$ cat src/sv/rgbhsv_pkg.sv
// Shared constants for the RGB to HSV/HSL converter.
`default_nettype none
package rgbhsv_pkg;
    localparam int unsigned HUE_W       = 15;
    localparam int unsigned SAT_W       = 16;
    localparam int unsigned QBITS       = 17;
    localparam int unsigned SAT_ONE     = 65535;
    localparam int unsigned HUE_SEXTANT = 3840;
    localparam int unsigned HUE_CIRCLE  = 23040;
endpackage
`default_nettype wire

$ cat src/sv/rgb_to_hsv_hsl.sv
// RGB to HSV/HSL conversion pipeline: hue, saturations, value and lightness sum.
// Pipeline from pixel transaction to result: 2 setup stages,
// 17 restoring-division stages, 1 rounding stage.
// Throughput: one pixel per cycle while the result is not stalled; the three
// dividers each retire one quotient bit per stage, which sets the depth.
// Each stage holds while its successor is full and stalled, so bubbles collapse.
// Reset clears all valid bits; data registers are not reset.
`default_nettype none
module rgb_to_hsv_hsl
    import rgbhsv_pkg::*;
#(
    parameter int CHANNEL_BITS = 8
) (
    input  wire logic                    clk,
    input  wire logic                    rst_n,
    input  wire logic                    pix_valid,
    output logic                         pix_stall,
    input  wire logic [CHANNEL_BITS-1:0] red,
    input  wire logic [CHANNEL_BITS-1:0] green,
    input  wire logic [CHANNEL_BITS-1:0] blue,
    output logic                         res_valid,
    input  wire logic                    res_stall,
    output logic [HUE_W-1:0]             hue,
    output logic [SAT_W-1:0]             sat_hsv,
    output logic [CHANNEL_BITS-1:0]      value,
    output logic [SAT_W-1:0]             sat_hsl,
    output logic [CHANNEL_BITS:0]        light_sum,
    output logic                         is_grey
);
    localparam int C  = CHANNEL_BITS;
    localparam int NW = C + QBITS;
    localparam int PW = C + 4;
    localparam int HW = C + 20;

    typedef struct packed {
        logic [C:0]       rem;
        logic [QBITS-1:0] sh;
        logic [C-1:0]     den;
    } div_t;

    typedef struct packed {
        div_t       hd;
        div_t       sv;
        div_t       sl;
        logic [C-1:0] value;
        logic [C:0]   sum;
        logic         grey;
    } pipe_t;

    typedef struct packed {
        logic [C-1:0]         mx;
        logic [C-1:0]         delta;
        logic [C:0]           sum;
        logic [C-1:0]         hsl_den;
        logic signed [PW-1:0] hpre;
        logic                 grey;
    } front_t;

    function automatic div_t div_step(input div_t x);
        logic [C+1:0] t;
        logic [C+1:0] diff;
        div_t         y;
        t    = {x.rem, x.sh[QBITS-1]};
        diff = t - {2'b00, x.den};
        y    = x;
        if (!diff[C+1])
        begin
            y.rem = diff[C:0];
            y.sh  = {x.sh[QBITS-2:0], 1'b1};
        end
        else
        begin
            y.rem = t[C:0];
            y.sh  = {x.sh[QBITS-2:0], 1'b0};
        end
        return y;
    endfunction

    function automatic div_t div_init(input logic [NW-1:0] num, input logic [C-1:0] den);
        div_t y;
        y.rem = {1'b0, num[NW-1:QBITS]};
        y.sh  = num[QBITS-1:0];
        y.den = den;
        return y;
    endfunction

    front_t a_reg, a_next;
    pipe_t  b_reg, b_next;
    pipe_t  d_reg [QBITS];
    logic   a_v_reg, b_v_reg, o_v_reg;
    logic   d_v_reg [QBITS];
    logic   go_a, go_b, go_o;
    logic   go_d [QBITS];

    logic [HUE_W-1:0]  hue_reg, hue_next;
    logic [SAT_W-1:0]  shsv_reg, shsv_next, shsl_reg, shsl_next;
    logic [C-1:0]      value_reg;
    logic [C:0]        sum_reg;
    logic              grey_reg;

    // stall chain
    assign go_o = !o_v_reg || !res_stall;
    assign go_d[QBITS-1] = !d_v_reg[QBITS-1] || go_o;
    for (genvar k = 0; k < QBITS - 1; k++)
    begin : g_go
        assign go_d[k] = !d_v_reg[k] || go_d[k+1];
    end
    assign go_b = !b_v_reg || go_d[0];
    assign go_a = !a_v_reg || go_b;
    assign pix_stall = !go_a;

    // front: max, min, hue numerator before scaling
    always_comb
    begin
        logic [C-1:0]        mx, mn;
        logic signed [PW-1:0] r, g, b, dl;
        mx = (red > green) ? red : green;
        if (mx < blue)
            mx = blue;
        mn = (red < green) ? red : green;
        if (mn > blue)
            mn = blue;
        r  = PW'(red);
        g  = PW'(green);
        b  = PW'(blue);
        dl = PW'(mx - mn);
        a_next.mx    = mx;
        a_next.delta = mx - mn;
        a_next.sum   = {1'b0, mx} + {1'b0, mn};
        a_next.grey  = (mx == mn);
        if (a_next.sum <= {1'b0, {C{1'b1}}})
            a_next.hsl_den = a_next.sum[C-1:0];
        else
            a_next.hsl_den = {C{1'b1}} - mx + {C{1'b1}} - mn;
        if (red == mx)
            a_next.hpre = g - b;
        else if (green == mx)
            a_next.hpre = PW'(2 * dl + b - r);
        else
            a_next.hpre = PW'(4 * dl + r - g);
    end

    // scaled numerators, doubled for round-to-nearest
    always_comb
    begin
        logic signed [HW-1:0] hn;
        logic [NW-1:0]        sn;
        hn = HW'(a_reg.hpre) * HW'(2 * HUE_SEXTANT);
        if (a_reg.hpre < 0)
            hn = hn + HW'(a_reg.delta) * HW'(2 * HUE_CIRCLE);
        sn = NW'(a_reg.delta) * NW'(2 * SAT_ONE);
        b_next.hd    = div_init(hn[NW-1:0], a_reg.delta);
        b_next.sv    = div_init(sn, a_reg.mx);
        b_next.sl    = div_init(sn, a_reg.hsl_den);
        b_next.value = a_reg.mx;
        b_next.sum   = a_reg.sum;
        b_next.grey  = a_reg.grey;
    end

    // rounding and wrap
    always_comb
    begin
        pipe_t        p;
        logic [QBITS:0] hr, vr, lr;
        logic [QBITS-1:0] h;
        p  = d_reg[QBITS-1];
        hr = {1'b0, p.hd.sh} + 1'b1;
        vr = {1'b0, p.sv.sh} + 1'b1;
        lr = {1'b0, p.sl.sh} + 1'b1;
        h  = hr[QBITS:1];
        if (h >= QBITS'(HUE_CIRCLE))
            h = h - QBITS'(HUE_CIRCLE);
        hue_next  = p.grey ? '0 : h[HUE_W-1:0];
        shsv_next = p.grey ? '0 : vr[SAT_W:1];
        shsl_next = p.grey ? '0 : lr[SAT_W:1];
    end

    always_ff @(posedge clk or negedge rst_n)
    begin
        if (!rst_n)
        begin
            a_v_reg <= 1'b0;
            b_v_reg <= 1'b0;
            o_v_reg <= 1'b0;
            for (int i = 0; i < QBITS; i++)
                d_v_reg[i] <= 1'b0;
        end
        else
        begin
            if (go_a)
                a_v_reg <= pix_valid;
            if (go_b)
                b_v_reg <= a_v_reg;
            if (go_d[0])
                d_v_reg[0] <= b_v_reg;
            for (int i = 1; i < QBITS; i++)
                if (go_d[i])
                    d_v_reg[i] <= d_v_reg[i-1];
            if (go_o)
                o_v_reg <= d_v_reg[QBITS-1];
        end
    end

    always_ff @(posedge clk)
    begin
        if (go_a)
            a_reg <= a_next;
        if (go_b)
            b_reg <= b_next;
        if (go_d[0])
        begin
            d_reg[0].hd <= div_step(b_reg.hd);
            d_reg[0].sv <= div_step(b_reg.sv);
            d_reg[0].sl <= div_step(b_reg.sl);
            d_reg[0].value <= b_reg.value;
            d_reg[0].sum   <= b_reg.sum;
            d_reg[0].grey  <= b_reg.grey;
        end
        for (int i = 1; i < QBITS; i++)
            if (go_d[i])
            begin
                d_reg[i].hd <= div_step(d_reg[i-1].hd);
                d_reg[i].sv <= div_step(d_reg[i-1].sv);
                d_reg[i].sl <= div_step(d_reg[i-1].sl);
                d_reg[i].value <= d_reg[i-1].value;
                d_reg[i].sum   <= d_reg[i-1].sum;
                d_reg[i].grey  <= d_reg[i-1].grey;
            end
        if (go_o)
        begin
            hue_reg   <= hue_next;
            shsv_reg  <= shsv_next;
            shsl_reg  <= shsl_next;
            value_reg <= d_reg[QBITS-1].value;
            sum_reg   <= d_reg[QBITS-1].sum;
            grey_reg  <= d_reg[QBITS-1].grey;
        end
    end

    assign res_valid = o_v_reg;
    assign hue       = hue_reg;
    assign sat_hsv   = shsv_reg;
    assign sat_hsl   = shsl_reg;
    assign value     = value_reg;
    assign light_sum = sum_reg;
    assign is_grey   = grey_reg;
endmodule
`default_nettype wire

$ cat config.mk
export PLATFORM = sky130hd
export DESIGN_NAME = rgb_to_hsv_hsl
export DESIGN_NICKNAME = d
export VERILOG_FILES = /design/src/sv/rgbhsv_pkg.sv /design/src/sv/rgb_to_hsv_hsl.sv
export SDC_FILE = /design/constraint.sdc
export NUM_CORES = 2
export LEC_CHECK = 0
export ABC_AREA = 1
export BUFFER_PORTS_ARGS = -buffer_cell sky130_fd_sc_hd__buf_4
export CORE_ASPECT_RATIO = 0.7
export CORE_MARGIN = 2
export CORE_UTILIZATION = 50
export CTS_CLUSTER_SIZE = 24
export DETAILED_ROUTE_END_ITERATION = 8
export HOLD_SLACK_MARGIN = 0.03
export PLACE_DENSITY = 0.63
export SKIP_CTS_REPAIR_TIMING = 1
export SLEW_MARGIN = 25
export SYNTH_ARGS = -nofsm -noshare
export SYNTH_HDL_FRONTEND = slang
export SYNTH_SLANG_ARGS = --single-unit
$ cat constraint.sdc
create_clock -name clk -period 13.5 [get_ports clk]
set_input_delay 0 -clock clk [delete_from_list [all_inputs] [get_ports clk]]
set_output_delay 0 -clock clk [all_outputs]
set_load 0.02 [all_outputs]
Yosys cells after proc, flatten, opt, wreduce, memory -nomap -nowiden

Memory sizes are Yosys's and may differ from the RTL's.
Cells that the tools add are included.
Widths: inputs -> output; s select.

Multiply operators: 3
Reduce and logical (&&, ||, !) cells: 42
Equal/unequal tests: 3
Muxes and demuxes: 145
$lt $le $gt $ge: 7
Add/sub/neg operators: 67

Operators with widths:

| operator               | number |
|---|---|
| $mux 26                | 102 |
| $sub 10x8->10          | 48 |
| $mux 8                 | 5 |
| $add 17x1->17 const B  | 2 |
| $mux 1                 | 34 |
| $sub 9x8->10           | 3 |
| $mul 28x4->16 const B  | 1 |
| $add 25x24->25         | 1 |
| $mux 25                | 1 |
| $eq 8x8->1             | 3 |
| $mul 8x16->24 const B  | 1 |
| $mux 12                | 2 |
| $logic_not 1->1        | 22 |
| $logic_or 1x1->1       | 20 |
| $add 17x1->18 const B  | 1 |
| $sub 8x8->9            | 2 |
| $ge 17x15->1 const B   | 1 |
| $gt 8x8->1             | 2 |
| $lt 8x8->1             | 2 |
| $sub 8x8->8            | 2 |
| $mux 15                | 1 |
| $sub 15x15->15 const B | 1 |
| $mul 8x6->14 const B   | 1 |
| $add 11x9->12          | 1 |
| 8 further kinds        | 8 |

Memories: 1
Register bits after elaboration: 214
Output and inout port bits: 67
Memory bits (writable): 2040

Memory list:

| name  | depth | width | rd ports | clocked after memory_dff | wr ports | line                 | RTL |
|---|---|---|---|---|---|---|---|
| d_reg | 17    | 120   | 17       | 0                        | 17       | rgb_to_hsv_hsl.sv:89 | `pipe_t d_reg [QBITS];` |

Depth between registers and ports, before layout

Word-level depth: 22
Gate-level depth with buffers: 45
Gate-level depth less buffers: 43

Worst setup path before layout

OpenSTA, ideal clock, no wires.

Path type: register to register
Start point: reg o_v_reg (netlist: res_valid)
End point: reg b_reg[0] in the netlist's numbering (enable)
Path slack: 3.222 ns
Stages on the path, launching flop included: 22
Path buffers: 0
Required time: 13.075 ns
Data arrival time: 9.854 ns
Period minus slack after synthesis: 10.278 ns
Path through: dfrtp_1 > nand2_2 > nor2_2 > inv_2 > nor2_4 > nand2_4 > nor2_4 > nand2_4 > nor2_4 > nand2_4 > nor2_4 > nand2_4 > nor2_4 > nand2_4 > nor2_4 > nand2_4 > nor2_4 > nand2_4 > nor2_4 > nand2_4 > nor2_4 > inv_1

RTL lines:

| item                   | line                  | RTL |
|---|---|---|
| start, declared        | rgb_to_hsv_hsl.sv:90  | `logic a_v_reg, b_v_reg, o_v_reg;` |
| start signal, assigned | rgb_to_hsv_hsl.sv:200 | `o_v_reg <= d_v_reg[QBITS-1];` |
| end signal, assigned   | rgb_to_hsv_hsl.sv:209 | `b_reg <= b_next;` |
| end, declared          | rgb_to_hsv_hsl.sv:88  | `pipe_t b_reg, b_next;` |

==> metrics.txt <==
gr ovfl total=0; share of cells above drive strength 1=6.00%; Fmax achieved=141 MHz; min-delay src=res_stall; WL/cell=15.4 um; Antenna Violating Nets Remaining=0; Pre-antenna DRT Iters=6; CP endpoint kind=output pin; largest net degree at the start of global routing=79; Reg2Reg Depth=23; EDFF count, synth=1734; post-synth cell types=45; die height=344 um; number of global-route vias before repair=45.0k; Global Route Usage Sum=17.2%; met3 WL=5110 um; core area=164000 um^2; Post-DP HPWL=104000 um; Slew Limit Fails=0; CTS buffer count=167; dpl cell area=85800 um^2; worst hold slack=-14.9 ps; syn_nets=7339; PortBufs=94; RSZ-0062 raised after global routing=false; Die Area=168000 um^2; Mapped Area=82500 um^2; Worst Hold End=res_valid$_DFFE_PN0P_; CTS tree=yes; DRC=0; failing checks=hold timing; hold depth=3; post-DR vias/cell=4.92; share of the synthesized area in the top cell type=63.1%; met2 WL=65400 um; Mapped Cells=6611; CP arrival=7110 ps; antenna diode count=0; fin crit period=7110 ps; Seq cells post-synth=1754; top layer in use=met5; fin crit share=52.6%; Setup TNS=0 ps; DRC marker count from the first detailed-route iteration=2372; first-pass GRT wire length=233000 um; initial antenna violation count=2; Nets=7569; Hold Violations, Final=2; Crit Path Class=reg -> out; Slew HR=37.9%; Crit Path Max Fanout=67; Final GP Congestion=0.821; Post-Syn Area per Cell=12.5 um^2; Yosys top cell by area=edfxtp_1; clock sinks=1754; min-delay worst type=in -> reg; Least-Margin Pin Slew=932 ps; deepest clock path buffer count=3; Post-synth top cells=edfxtp_1, nand2_1, inv_1; Chip Width=490 um; synth top area cells=edfxtp_1, ha_1, nand2_1; Critical Path RT=13500 ps; number of top-level pins=95; synth-to-layout area growth=11.1%; async set-reset flop share out of synthesis=1.14%; Reg-to-Reg Start=res_valid$_DFFE_PN0P_; clk root buf=clkbuf_16; max cap viols=0; vias=45.2k; most frequent cell after synthesis=edfxtp_1; Register Area=52600 um^2; Setup Viol. Count Final=0; Rows=124; clk slew on worst S/H paths=60 ps; Total Wirelength=141000 um; Initial Utilization=50.5%; ys flop type=edfxtp_1; outcome=finished with violations; skew final=34.4 ps; Worst-Skew Late Latency=790 ps; R2R Setup Slk=6980 ps; cell area after layout=91700 um^2; footprint of the multi-input gates=25900 um^2; number of flip-flops in the largest register=1554; Syn. warnings=0; sequential share of the synthesized area=63.7%; H-tree levels=4; fill count=13.2k; M1 wire length=68300 um; crit start category=flip-flop; worst r2r dst=b_reg[11]$_DFFE_PP_
cell type report:
cell class | instances | area share, %
sequential | 1754 | 57.4
timing repair buffer | 139 | 1.24
clock inverter | 97 | 1.19
tap | 2205 | 3.01
clock buffer | 210 | 4.87
inverter | 983 | 4.05
multi-input combinational | 3796 | 28.3
worst max-delay path, stage by stage (launching register included):
cell     delay, ps
dfrtp_1        400
nand2_4        440
nor2_2         260
inv_2          130
nor2_4         160
nand2_4        330
nor2_4         280
nand2_4        340
nor2_4         260
nand2_4        340
nor2_4         260
nand2_4        290
nor2_4         240
nand2_4        280
nor2_4         240
nand2_4        270
nor2_4         230
nand2_4        230
nor2_4         200
nand2_4        210
nor2_4         180
nand2_2         50
buf_4          340
inv_2          130
buf_4          140
cells in the final DEF, fill, tap and decap left out, drive strengths merged:
cell type | synthesis | layout
a211oi | 47 | 47
a21boi | 2 | 2
a21o | 5 | 5
a21oi | 364 | 364
a31oi | 5 | 5
and2 | 8 | 8
and3 | 1 | 1
buf | 7 | 117
bufinv | 1 | 20
clkbuf | 71 | 210
clkinv | 1 | 68
clkinvlp | 0 | 10
dfrtp | 20 | 20
dlygate4sd3 | 0 | 22
edfxtp | 1734 | 1734
fa | 129 | 129
ha | 571 | 571
inv | 981 | 982
nand2 | 1029 | 1029
nand3 | 100 | 100
nand3b | 1 | 1
nand4 | 14 | 14
nor2 | 269 | 269
nor3 | 68 | 68
nor3b | 5 | 5
nor4 | 6 | 6
o2111ai | 1 | 1
o211ai | 3 | 3
o21a | 59 | 59
o21ai | 573 | 573
o21bai | 41 | 41
o221ai | 1 | 1
o22ai | 5 | 5
o31ai | 12 | 12
or2 | 50 | 50
xnor2 | 164 | 164
xor2 | 263 | 263
cell families after synthesis:
kind of cell / count (synthesis) / synth area share, %
AOI/OAI and AO/OA: 1118 / 7.32
xor gates and xnor gates: 427 / 4.53
adders and majority gates: 700 / 11.8
buffers and inverters: 1061 / 4.86
DFF: 1754 / 63.7
and+or+nand+nor: 1551 / 7.77
how the worst max path moves through the flow:
stage,start,to,cells after the start
floorplan,res_valid$_DFFE_PN0P_,b_reg[0]$_DFFE_PP_,21
global placement,green[7],a_reg[10]$_DFFE_PN_,34
detailed placement,green[7],a_reg[10]$_DFFE_PN_,38
CTS,res_valid$_DFFE_PN0P_,pix_stall,24
global route,res_valid$_DFFE_PN0P_,pix_stall,24
finish,res_valid$_DFFE_PN0P_,pix_stall,24
layer usage:
layer | up-vias | track usage [%]
li1 | 23200 | -
met1 | 21200 | 24.3
met2 | 544 | 28.1
met3 | 182 | 2.82
met4 | 2 | 4.30
met5 | - | 0
metrics by stage:
stage	utilization, %	worst slack (ps)	instances	hold slack [ps]
3_3_place_gp	52.5	6060	8853	-31.0
3_5_place_dp	52.5	6080	8853	-32.9
4_1_cts	55.9	6050	9160	-915
6_report	56.1	6390	9184	-14.9
5_1_grt	56.1	5460	9184	33.0
2_1_floorplan	-	3220	6611	-296
Power is not shown: default switching activity piles up to over one toggle a cycle in this logic, so the estimate is an artifact.
